===== src/hw/rtl/byte_stream_comparator_unit_assert.svh =====
// Assertion macros for the byte stream comparator unit.
// Taken in by the RTL files that carry assertions; no other dependencies.
`ifndef BYTE_STREAM_COMPARATOR_UNIT_ASSERT_SVH
`define BYTE_STREAM_COMPARATOR_UNIT_ASSERT_SVH

`ifndef SYNTH
`define BSC_ASSERT(lbl, clk, rstn, prop) \
  lbl: assert property (@(posedge clk) disable iff (!rstn) prop) \
    else $error("bsc assertion failed");
`define BSC_NEVER(lbl, clk, rstn, expr) \
  lbl: assert property (@(posedge clk) disable iff (!rstn) !(expr)) \
    else $error("bsc forbidden condition seen");
`else
`define BSC_ASSERT(lbl, clk, rstn, prop)
`define BSC_NEVER(lbl, clk, rstn, expr)
`endif

`endif


===== src/hw/rtl/bsc_pkg.sv =====
// Types, constants and helper functions of the byte stream comparator unit.
// Used by bsc_step and byte_stream_comparator_unit; depends on nothing.
package bsc_pkg;

  localparam int unsigned COUNT_BITS = 48;
  localparam int unsigned GROUP_BITS = COUNT_BITS - 3;

  localparam logic [7:0] NEWLINE_BYTE = 8'h0A;
  localparam logic [1:0] MODE_LIST    = 2'd1;
  localparam logic [1:0] MODE_WORD    = 2'd2;
  localparam logic [COUNT_BITS-1:0] CNT_MAX = '1;

  typedef enum logic [2:0] {
    KIND_SAME      = 3'd0,
    KIND_DIFFERED  = 3'd1,
    KIND_FIRST     = 3'd2,
    KIND_LISTED    = 3'd3,
    KIND_END_A     = 3'd4,
    KIND_END_B     = 3'd5,
    KIND_WORD      = 3'd6
  } report_kind_e;

  typedef struct packed {
    logic       start_new;
    logic       b_present;
    logic       a_present;
    logic [7:0] byte_b;
    logic [7:0] byte_a;
  } bsc_item_t;

  typedef struct packed {
    logic [COUNT_BITS-1:0] byte_count;
    logic [COUNT_BITS-1:0] line_count;
    logic                  stopped;
    logic                  any_difference;
    logic [63:0]           group_a;
    logic [63:0]           group_b;
    logic [3:0]            group_fill;
    logic                  group_differs;
  } bsc_state_t;

  typedef struct packed {
    report_kind_e          report_kind;
    logic [COUNT_BITS-1:0] position;
    logic [COUNT_BITS-1:0] line_number;
    logic [7:0]            diff_byte_a;
    logic [7:0]            diff_byte_b;
    logic [63:0]           word_a;
    logic [63:0]           word_b;
    logic [3:0]            word_bytes;
    logic [GROUP_BITS-1:0] group_number;
    logic                  last_of_run;
  } bsc_result_t;

  localparam bsc_state_t RUN_RESET = '{
    byte_count:     '0,
    line_count:     COUNT_BITS'(1),
    stopped:        1'b0,
    any_difference: 1'b0,
    group_a:        '0,
    group_b:        '0,
    group_fill:     '0,
    group_differs:  1'b0
  };

  function automatic logic [COUNT_BITS-1:0] sat_inc(input logic [COUNT_BITS-1:0] v);
    return (v == CNT_MAX) ? v : v + COUNT_BITS'(1);
  endfunction

  function automatic bsc_result_t word_result(input bsc_state_t st);
    bsc_result_t           r;
    logic [COUNT_BITS-1:0] fill;
    logic [COUNT_BITS-1:0] start;
    r = '0;
    fill = COUNT_BITS'(st.group_fill);
    start = (st.byte_count >= fill) ? st.byte_count - fill : '0;
    r.report_kind  = KIND_WORD;
    r.word_a       = st.group_a;
    r.word_b       = st.group_b;
    r.word_bytes   = st.group_fill;
    r.group_number = start[COUNT_BITS-1:3];
    return r;
  endfunction

endpackage


===== src/hw/rtl/bsc_step.sv =====
// Next-state and result logic for one byte pair of the comparator.
// Depends on bsc_pkg.
module bsc_step import bsc_pkg::*; (
  input  logic [1:0]  mode_i,
  input  bsc_state_t  state_i,
  input  bsc_item_t   item_i,
  output bsc_state_t  state_o,
  output bsc_result_t res0_o,
  output bsc_result_t res1_o,
  output logic [1:0]  count_o
);

  bsc_state_t            s;
  bsc_state_t            nxt;
  bsc_result_t           r0;
  bsc_result_t           r1;
  logic [1:0]            n;
  logic                  word_mode;
  logic                  list_mode;
  logic [2:0]            slot;
  logic [5:0]            shamt;
  logic [COUNT_BITS-1:0] bc_inc;

  always_comb begin
    s         = item_i.start_new ? RUN_RESET : state_i;
    nxt       = s;
    r0        = '0;
    r1        = '0;
    n         = 2'd0;
    word_mode = (mode_i == MODE_WORD);
    list_mode = (mode_i == MODE_LIST);
    slot      = s.group_fill[2:0];
    shamt     = {3'd7 - slot, 3'b000};
    bc_inc    = sat_inc(s.byte_count);

    if (!s.stopped) begin
      if (item_i.a_present && item_i.b_present) begin
        nxt.byte_count = bc_inc;
        if (item_i.byte_a == item_i.byte_b && item_i.byte_a == NEWLINE_BYTE) begin
          nxt.line_count = sat_inc(s.line_count);
        end
        if (word_mode) begin
          nxt.group_a       = s.group_a | (64'(item_i.byte_a) << shamt);
          nxt.group_b       = s.group_b | (64'(item_i.byte_b) << shamt);
          nxt.group_fill    = {1'b0, slot} + 4'd1;
          nxt.group_differs = s.group_differs | (item_i.byte_a != item_i.byte_b);
          if (slot == 3'd7) begin
            if (nxt.group_differs) begin
              nxt.any_difference = 1'b1;
              r0 = word_result(nxt);
              n  = 2'd1;
            end
            nxt.group_a       = '0;
            nxt.group_b       = '0;
            nxt.group_fill    = '0;
            nxt.group_differs = 1'b0;
          end
        end else if (item_i.byte_a != item_i.byte_b) begin
          nxt.any_difference = 1'b1;
          r0.position    = bc_inc;
          r0.diff_byte_a = item_i.byte_a;
          r0.diff_byte_b = item_i.byte_b;
          n = 2'd1;
          if (list_mode) begin
            r0.report_kind = KIND_LISTED;
          end else begin
            r0.report_kind = KIND_FIRST;
            r0.line_number = nxt.line_count;
            nxt.stopped    = 1'b1;
          end
        end
      end else if (item_i.a_present != item_i.b_present) begin
        nxt.any_difference = 1'b1;
        nxt.stopped        = 1'b1;
        if (word_mode) begin
          r0 = word_result(s);
          r1.report_kind = item_i.a_present ? KIND_END_B : KIND_END_A;
          r1.position    = bc_inc;
          n = 2'd2;
          nxt.group_a       = '0;
          nxt.group_b       = '0;
          nxt.group_fill    = '0;
          nxt.group_differs = 1'b0;
        end else begin
          r0.report_kind = item_i.a_present ? KIND_END_B : KIND_END_A;
          r0.position    = bc_inc;
          n = 2'd1;
        end
      end else begin
        nxt.stopped = 1'b1;
        if (word_mode && s.group_fill != 4'd0 && s.group_differs) begin
          nxt.any_difference = 1'b1;
          r0 = word_result(s);
          r1.report_kind = KIND_DIFFERED;
          r1.position    = s.byte_count;
          n = 2'd2;
        end else begin
          r0.report_kind = s.any_difference ? KIND_DIFFERED : KIND_SAME;
          r0.position    = s.byte_count;
          n = 2'd1;
        end
        if (word_mode) begin
          nxt.group_a       = '0;
          nxt.group_b       = '0;
          nxt.group_fill    = '0;
          nxt.group_differs = 1'b0;
        end
      end
    end

    if (n == 2'd1) begin
      r0.last_of_run = 1'b1;
    end
    if (n == 2'd2) begin
      r1.last_of_run = 1'b1;
    end

    state_o = nxt;
    res0_o  = r0;
    res1_o  = r1;
    count_o = n;
  end

endmodule


===== src/hw/rtl/byte_stream_comparator_unit.sv =====
// Top level of the byte stream comparator: input register, run state,
// result registers and the mode register. Depends on bsc_pkg and bsc_step.
//
//  Channel   Dir  Handshake                    Payload
//  s_axis    in   s_axis_tvalid/s_axis_tready  tdata: byte pair, present flags, start_new
//  m_axis    out  m_axis_tvalid/m_axis_tready  tdata: report fields, tuser: kind, tlast
//  cfg       in   cfg_valid_i/cfg_ready_o      compare_mode
//
// An item goes from the input register through the compare logic into the
// result registers, so a report is valid on the output once its item moves on
// from the input register, and it can leave when the output is ready.
// One item per cycle is sustained while the output is ready; an item that
// yields two reports holds the compare stage while the second report drains.
// Reset clears the mode to zero and starts a fresh comparison run.
// A stalled output holds its report and backs up into the input side.
module byte_stream_comparator_unit import bsc_pkg::*; (
  input  logic         clk_i,
  input  logic         rst_ni,
  input  logic         s_axis_tvalid,
  output logic         s_axis_tready,
  // byte_a, byte_b, a_present, b_present, start_new, zero fill
  input  logic [23:0]  s_axis_tdata,
  output logic         m_axis_tvalid,
  input  logic         m_axis_tready,
  // position, line_number, diff_byte_a, diff_byte_b, word_a, word_b,
  // word_bytes, group_number, zero fill
  output logic [295:0] m_axis_tdata,
  // report_kind
  output logic [2:0]   m_axis_tuser,
  output logic         m_axis_tlast,
  input  logic         cfg_valid_i,
  output logic         cfg_ready_o,
  input  logic [1:0]   cfg_data_i
);

`include "byte_stream_comparator_unit_assert.svh"

  logic [1:0]  mode_q;
  logic        in_valid_q;
  bsc_item_t   in_q;
  bsc_state_t  state_q;
  bsc_state_t  state_d;
  logic        out0_valid_q;
  logic        out1_valid_q;
  bsc_result_t out0_q;
  bsc_result_t out1_q;
  bsc_result_t res0;
  bsc_result_t res1;
  logic [1:0]  res_count;
  logic        pop;
  logic        commit;

  bsc_step u_step (
    .mode_i  (mode_q),
    .state_i (state_q),
    .item_i  (in_q),
    .state_o (state_d),
    .res0_o  (res0),
    .res1_o  (res1),
    .count_o (res_count)
  );

  assign pop           = out0_valid_q && m_axis_tready;
  assign commit        = in_valid_q && (!out0_valid_q || (pop && !out1_valid_q));
  assign s_axis_tready = !in_valid_q || commit;
  assign cfg_ready_o   = 1'b1;

  always_ff @(posedge clk_i or negedge rst_ni) begin
    if (!rst_ni) begin
      mode_q <= '0;
    end else if (cfg_valid_i) begin
      mode_q <= cfg_data_i;
    end
  end

  always_ff @(posedge clk_i or negedge rst_ni) begin
    if (!rst_ni) begin
      in_valid_q <= 1'b0;
    end else if (s_axis_tready) begin
      in_valid_q <= s_axis_tvalid;
    end
  end

  always_ff @(posedge clk_i) begin
    if (s_axis_tready && s_axis_tvalid) begin
      in_q <= bsc_item_t'(s_axis_tdata[18:0]);
    end
  end

  always_ff @(posedge clk_i or negedge rst_ni) begin
    if (!rst_ni) begin
      state_q <= RUN_RESET;
    end else if (commit) begin
      state_q <= state_d;
    end
  end

  always_ff @(posedge clk_i or negedge rst_ni) begin
    if (!rst_ni) begin
      out0_valid_q <= 1'b0;
      out1_valid_q <= 1'b0;
    end else if (commit) begin
      out0_valid_q <= (res_count != 2'd0);
      out1_valid_q <= (res_count == 2'd2);
    end else if (pop) begin
      out0_valid_q <= out1_valid_q;
      out1_valid_q <= 1'b0;
    end
  end

  always_ff @(posedge clk_i) begin
    if (commit) begin
      out0_q <= res0;
      out1_q <= res1;
    end else if (pop) begin
      out0_q <= out1_q;
    end
  end

  assign m_axis_tvalid = out0_valid_q;
  assign m_axis_tuser  = out0_q.report_kind;
  assign m_axis_tlast  = out0_q.last_of_run;
  assign m_axis_tdata  = {7'b0, out0_q.group_number, out0_q.word_bytes,
                          out0_q.word_b, out0_q.word_a,
                          out0_q.diff_byte_b, out0_q.diff_byte_a,
                          out0_q.line_number, out0_q.position};

  `BSC_ASSERT(a_second_needs_first, clk_i, rst_ni, out1_valid_q |-> out0_valid_q)
  `BSC_ASSERT(a_pair_last_order, clk_i, rst_ni,
    out1_valid_q |-> (out1_q.last_of_run && !out0_q.last_of_run))
  `BSC_NEVER(a_group_fill_range, clk_i, rst_ni, state_q.group_fill > 4'd7)
  `BSC_ASSERT(a_lines_vs_bytes, clk_i, rst_ni,
    ({1'b0, state_q.line_count} <= {1'b0, state_q.byte_count} + (COUNT_BITS + 1)'(1)))

endmodule

===== config.mk =====
export PLATFORM = sky130hd
export DESIGN_NAME = byte_stream_comparator_unit
export DESIGN_NICKNAME = d
export VERILOG_FILES = /design/src/hw/rtl/bsc_pkg.sv /design/src/hw/rtl/bsc_step.sv /design/src/hw/rtl/byte_stream_comparator_unit.sv
export VERILOG_INCLUDE_DIRS = /design/src /design/src/hw/rtl
export SDC_FILE = /design/constraint.sdc
export NUM_CORES = 2
export LEC_CHECK = 0
export CORE_MARGIN = 10
export CORE_UTILIZATION = 60
export CTS_BUF_LIST = sky130_fd_sc_hd__clkbuf_8
export DETAILED_ROUTE_END_ITERATION = 10
export DONT_BUFFER_PORTS = 1
export PLACE_DENSITY = 0.85
export SYNTH_ARGS = -nofsm -noshare
export SYNTH_HDL_FRONTEND = slang
export SYNTH_SLANG_ARGS = --single-unit
export TNS_END_PERCENT = 5

===== constraint.sdc =====
create_clock -name clk_i -period 6 [get_ports clk_i]
set_clock_uncertainty 0.15 [all_clocks]
set_input_delay 1.5 -clock clk_i [delete_from_list [all_inputs] [get_ports clk_i]]
set_output_delay 1.5 -clock clk_i [all_outputs]
set_load 0.02 [all_outputs]

# Word level (Yosys, flattened, before mapping)
# Cells that the tools add are included.
# W data, S select, Z words.
# totals
register_bits	600
latchBits	0
mem_bits_rw	0
romBits	0
out_inout_bits	303
word_cells	126
mem_count	0
# op_classes
n_addsub	6
multipliers	0
n_div	0
n_lt_le_gt_ge	2
n_eq_ne	11
shift	2
n_mux	55
bitwise	3
n_reduce_logical	17
# ops
operator	n
$mux W293	7
$mux W178	3
$mux W231	2
$mux W48	6
$mux W134	2
$mux W133	2
$mux W51	4
$mux W135	1
$or A64 B64 Y64	2
$shl A8 B6 Y64	2
$mux W115	1
$mux W114	1
$add A48 B1 Y48 const B	2
$eq A48 B48 Y1 const B	2
$ge A48 B4 Y1	2
$mux W96	1
$sub A48 B4 Y48	2
$mux W49	1
$mux W1	17
$mux W2	7
$eq A8 B4 Y1 const B	1
$eq A8 B8 Y1	1
$logic_and A1 B1 Y1	8
$ne A8 B8 Y1	1
12 further kinds	18

# Depth between registers and ports, before layout
# depth
depth_word	12
mapped_depth	29
mapped_depth_nobuf	19

# By module
# From an unflattened synthesis, not the netlist that was laid out.
# hier_totals
cells_unflattened	4049
area_unflattened_um2	45783.9
# modules_own_cells
module	instances	cells_each	area_per_inst_um2	seq_area_each_um2
byte_stream_comparator_unit	1	1449	30683.2	24074.3
bsc_step	1	2600	15100.7	0.0

# Worst setup path after synthesis
# OpenSTA, ideal clock, no wires.
# synth_path
path_type	flip-flop to flip-flop
from	reg in_q[18] (netlist name)
to	reg out0_q (netlist bit m_axis_tdata[283]) (data pin)
arrival_time_ps	5922
setup_slack_ps	-341
path_stages_with_launch	29
n_path_buf	9
synth_period_minus_slack_ps	6341
cell_sequence	edfxtp_1 -> buf_6 -> buf_6 -> buf_6 -> buf_2 -> buf_2 -> buf_1 -> clkbuf_1 -> buf_1 -> nor2b_1 -> ha_1 -> nand2_1 -> nor3_4 -> nand2_2 -> nor2_2 -> mux2_2 -> ha_1 -> nor2b_1 -> o21ai_0 -> nand2b_1 -> nand4_1 -> o2111a_1 -> and4_1 -> clkbuf_1 -> nand4_4 -> or3_4 -> nor4_2 -> xor2_1 -> o22ai_1
# synth_between
elab_chain_len	11
word_cells_on_any_way	25
classes_between	add/sub: 4; order compare: 2; eq/ne: 2; mux: 13; bitwise: 1; reduce/logical: 3
# synth_lines
item	line_no	text
from (decl)	byte_stream_comparator_unit.sv:40	bsc_item_t in_q;
from (signal assigned)	byte_stream_comparator_unit.sv:86	in_q <= bsc_item_t'(s_axis_tdata[18:0]);
$mux W231 *	bsc_step.sv:25	s = item_i.start_new ? RUN_RESET : state_i;
$add A48 B1 Y48 / $eq A48 B48 Y1 (equally long branches)	bsc_pkg.sv:67	return (v == CNT_MAX) ? v : v + COUNT_BITS'(1);
$mux W48	bsc_pkg.sv:67	
$sub A48 B4 Y48 / $ge A48 B4 Y1 (equally long branches)	bsc_pkg.sv:76	start = (st.byte_count >= fill) ? st.byte_count - fill : '0;
$mux W48	bsc_pkg.sv:76	
$mux W293	bsc_step.sv:48	if (nxt.group_differs) begin
$mux W293	bsc_step.sv:47	if (slot == 3'd7) begin
$mux W178	bsc_step.sv:42	if (word_mode) begin
$mux W293	bsc_step.sv:37	if (item_i.a_present && item_i.b_present) begin
$mux W293 *	bsc_step.sv:36	if (!s.stopped) begin
$mux W293 *	byte_stream_comparator_unit.sv:112	if (commit) begin
to (signal assigned)	byte_stream_comparator_unit.sv:113	out0_q <= res0;
to (signal assigned)	byte_stream_comparator_unit.sv:116	out0_q <= out1_q;
to (decl)	byte_stream_comparator_unit.sv:45	bsc_result_t out0_q;
# Mark *: on every way between the ends. The rest lies on a longest branch, timed or not.
# A chain may end at the register's enable or synchronous reset.

# Final worst setup path
# layout_path
from	reg in_q[18] (netlist name)
to	reg out0_q (netlist bit m_axis_tdata[253]) (data pin)
# Same word-level chain as after synthesis.

==> flow_summary_export.csv <==
group,metric,value,unit
yosys,synth.yosys.seq_area_share,53.5,%
cells_and_area,design.final.nets,3017,
die,num_rows,83,
hold_path,min-delay-path-class,"input pin to async pin",
detailed_routing,avgRoutedWirePerCell,27.5,um
detailed_routing,met1_length,37900,um
die,die_w,249,um
yosys,synth_area,31400,sq um
detailed_routing,initialDrtViolationCount,3860,
cts,ctsHtreeMaxLevel,3,
setup_path,ff2ff_setup_slack,430,ps
cts,clk_latency,730,ps
yosys,post_synth_num_cell_types,102,
detailed_routing,met2_length,48200,um
detailed_routing,dr_wl_met3,11900,um
cts,post_cts_resize_count,0,
cells_and_area,post_route_cells_drive_above_1_share,10.4,%
timing,setup-violations-final,0,
timing,slew_headroom,2.46,%
grt,grt_first_pass_wirelength,155000,um
placement,place_congestion,0.972,
cts,cts_inserted_buffers,95,
die,io_pins,334,
cts,cts.clk_slew.worst_paths,60,ps
detailed_routing,via_count,26200,
setup_path,startpoint,"in_q[18]",
cts,numClockSinks,599,
cts,postCtsSetupRepairBufs,0,
power_and_ir_drop,power.static_leakage,0.0129,uW
detailed_routing,count_of_antenna_violating_nets_left_after_detailed_routing,0,
setup_path,critical_path.startpoint_type,"flop",
grt,grt_pass1_vias,25000,
setup_path,gate_family_responsible_for_the_most_delay_along_the_worst_path,"simple AND/OR/NAND/NOR gates",
yosys,ys.warnings.count,0,
yosys,netlist_instances,3046,
setup_path,worst_path_arrival_time,5890,ps
yosys,synthArstFlopShare,39.4,%
setup_path,crit_path_max_fanout,43,
setup_path,worstPathCellList,"buf_12, nor2b_2, ha_1, nand2_1, nor3_4, nand2_4, nor2_4, mux2_2, ha_1, nor2b_1, o21ai_0, nand2b_1, nand4_1, o2111a_1, and4_1, nand4_4, nor4_2, buf_4, a31o_1, buf_12, o22ai_1, o21a_1",
setup_path,worst_path_largest_cell_delay,480,ps
timing,grt_setup_unrepaired,"no",
timing,fin_worst_hold_slack,325,ps
setup_path,endpoint,"m_axis_tdata[253]",
cells_and_area,final_common_cell,"nor2_1",
yosys,post_synth_main_area_contributors,"edfxtp_1 35%, dfrtp_1 19%, a22o_1 5.2%, nor2_1 4.7%, a22oi_1 4.1%",
yosys,synthesis.area_per_instance,10.3,sq um
die,dieArea,61900,sq um
setup_path,crit_path_capture_type,"flop",
grt,grt_start_max_net_pins,237,
timing,period_share,92.8,%
timing,final.setup.tns,0,ps
setup_path,timing.critical_path.slowest_stage_cell,"edfxtp_1",
timing,fmax,180,MHz
setup_path,required,6320,ps
yosys,yosysTopAreaCellShare,34.7,%
cts,cts_root_buf,"clkbuf_8",
power_and_ir_drop,power-per-cell-area,355,nW/um^2
timing,period_minus_slack,5570,ps
setup_path,rr_worst_depth,22,
detailed_routing,routed_via_density,7.02,
power_and_ir_drop,power.ir.vdd_worst,0.000295,V
cells_and_area,area_growth_syn_to_layout,8.26,%
die,start_util,60.9,%
setup_path,timing.rr.end,"m_axis_tdata[253]",
timing,worstMarginPinSlew,1460,ps
cts,tritoncts,"built",
setup_path,worstPathBufferInverterCount,3,
setup_path,crit_type,"flop to flop",
timing,final_hold_viol_count,0,
setup_path,cp.depth,22,
run,max_cap_violations,0,
cells_and_area,layout_common_cells,"391 x nor2_1, 363 x edfxtp_1, 235 x dfrtp_1, 204 x nand2_1, 185 x a22o_1",
cts,cts_hold_buf,0,
placement,hpwl,68000,um
timing,report.final.slew_viol_count,0,
yosys,synth_top_flop_cell,"edfxtp_1",
grt,track_usage,31.7,%
die,die_h,249,um
detailed_routing,drt-pass1-iter-count,8,
yosys,ys_ff_latch,599,
grt,initial_antenna_violation_count,3,
detailed_routing,routed.top_layer,"met5",
yosys,synth-edff-count,363,
detailed_routing,dr_drc_count,0,
status,run_status,"finished, final reports clean",
placement,portBuffers,0,
die,core_area,51500,sq um
yosys,yosysTopAreaCell,"edfxtp_1",
grt,sum_of_overflow_across_all_layers_after_global_routing,0,
cts,cts.path.max_buffers,3,
setup_path,worst_r2r_startpoint,"in_q[18]",
detailed_routing,finalWirelength,103000,um
logic make-up (layout without fill, tap and decap cells):
| kind of cell | after synthesis | count (layout) | synth area share [%] |
|---|---|---|---|
| other | 2 | 12 | 0.0239 |
| AND/OR/NAND/NOR | 1087 | 1087 | 17.8 |
| AO/OA/AOI/OAI | 869 | 869 | 19.2 |
| XOR/XNOR | 151 | 151 | 4.28 |
| flip-flops | 599 | 599 | 53.5 |
| buffers and inverters | 310 | 310 | 4.12 |
| multiplexers | 12 | 12 | 0.399 |
| adder cells (fa/ha/maj) | 16 | 16 | 0.638 |
state kept, by name, summed over array words and instances (netlist names):
name	count
out1_q	51
in_q	19
m_axis_tlast	1
out1_valid_q	1
m_axis_tdata	289
m_axis_tuser	3
state_q	231
m_axis_tvalid	1
mode_q	2
in_valid_q	1
Yosys cell counts, types with 6 or more instances:
cell type / instances
buf_1: 21
ha_1: 16
nor3_1: 50
nor2b_1: 61
nand4_1: 41
nand2_1: 206
o31ai_1: 16
nand2b_1: 20
nand3_1: 92
o31a_1: 7
or4_1: 6
and2_1: 40
a31oi_1: 13
a21oi_1: 134
nor4_1: 30
and4b_1: 8
o21a_1: 9
o21ai_1: 10
a22o_1: 185
inv_1: 39
mux2i_1: 8
and3_1: 33
a21o_1: 25
a22oi_1: 173
and3b_1: 8
or2_2: 12
and4_1: 12
o211ai_1: 11
or3_1: 14
buf_2: 16
o21ai_0: 159
a211oi_1: 7
buf_4: 15
edfxtp_1: 363
xor2_1: 40
a311oi_1: 9
o22ai_1: 67
xnor2_1: 108
nor2_1: 392
dfrtp_1: 235
buf_6: 7
clkbuf_1: 208
layer usage:
metal,vias to the layer above,GRT usage (%)
met5,-,0
met4,2,14.2
met3,346,7.39
met2,1959,49.8
met1,12800,41.2
li1,11100,-
how the worst min path moves through the flow:
stage	start	end	slack (ps)	cells past startpoint
6_report	rst_ni	state_q[212]	330	0
5_1_grt	rst_ni	state_q[212]	310	0
4_1_cts	rst_ni	state_q[215]	300	0
3_5_place_dp	state_q[69]	state_q[69]	330	1
3_3_place_gp	state_q[0]	state_q[0]	310	2
2_1_floorplan	state_q[0]	state_q[0]	290	2
metrics by stage:
stage / utilization, % / instances / area [sq um] / worst slack [ps] / total power (uW)
floorplan: - / 3052 / 31400 / 27.9 / 7600
global placement: 62.1 / 3553 / 32000 / 538 / 8390
detailed placement: 62.1 / 3553 / 32000 / 513 / 8470
CTS: 66.0 / 3732 / 34000 / 499 / 12000
global route: 66.0 / 3734 / 34000 / 90.4 / 12500
finish: 66.0 / 3736 / 34000 / 433 / 12100
area by class of cell:
class	instances	area [sq um]
well taps	680	851
clock buffers	105	1450
clock inverters	74	515
inverters	42	158
multi-input cells	2143	13500
diodes	4	10.0
repair buffers	89	731
fillers	3888	17500
flip-flops and latches	599	16800
worst register-to-register path, cell delays in order (launching register included):
cell and delay, ps:
edfxtp_1 480, buf_12 220, nor2b_2 240, ha_1 280, nand2_1 150, nor3_4 240
nand2_4 80, nor2_4 120, mux2_2 380, ha_1 290, nor2b_1 130, o21ai_0 140
nand2b_1 160, nand4_1 160, o2111a_1 240, and4_1 430, nand4_4 190, nor4_2 250
buf_4 190, a31o_1 220, buf_12 240, o22ai_1 170, o21a_1 180
report_power, final:
part,internal [uW],switching [uW]
Clock,1890,1730
Combinational,705,1650
Sequential,5120,979
Total,7720,4360
(Power assumes the default switching activity.)
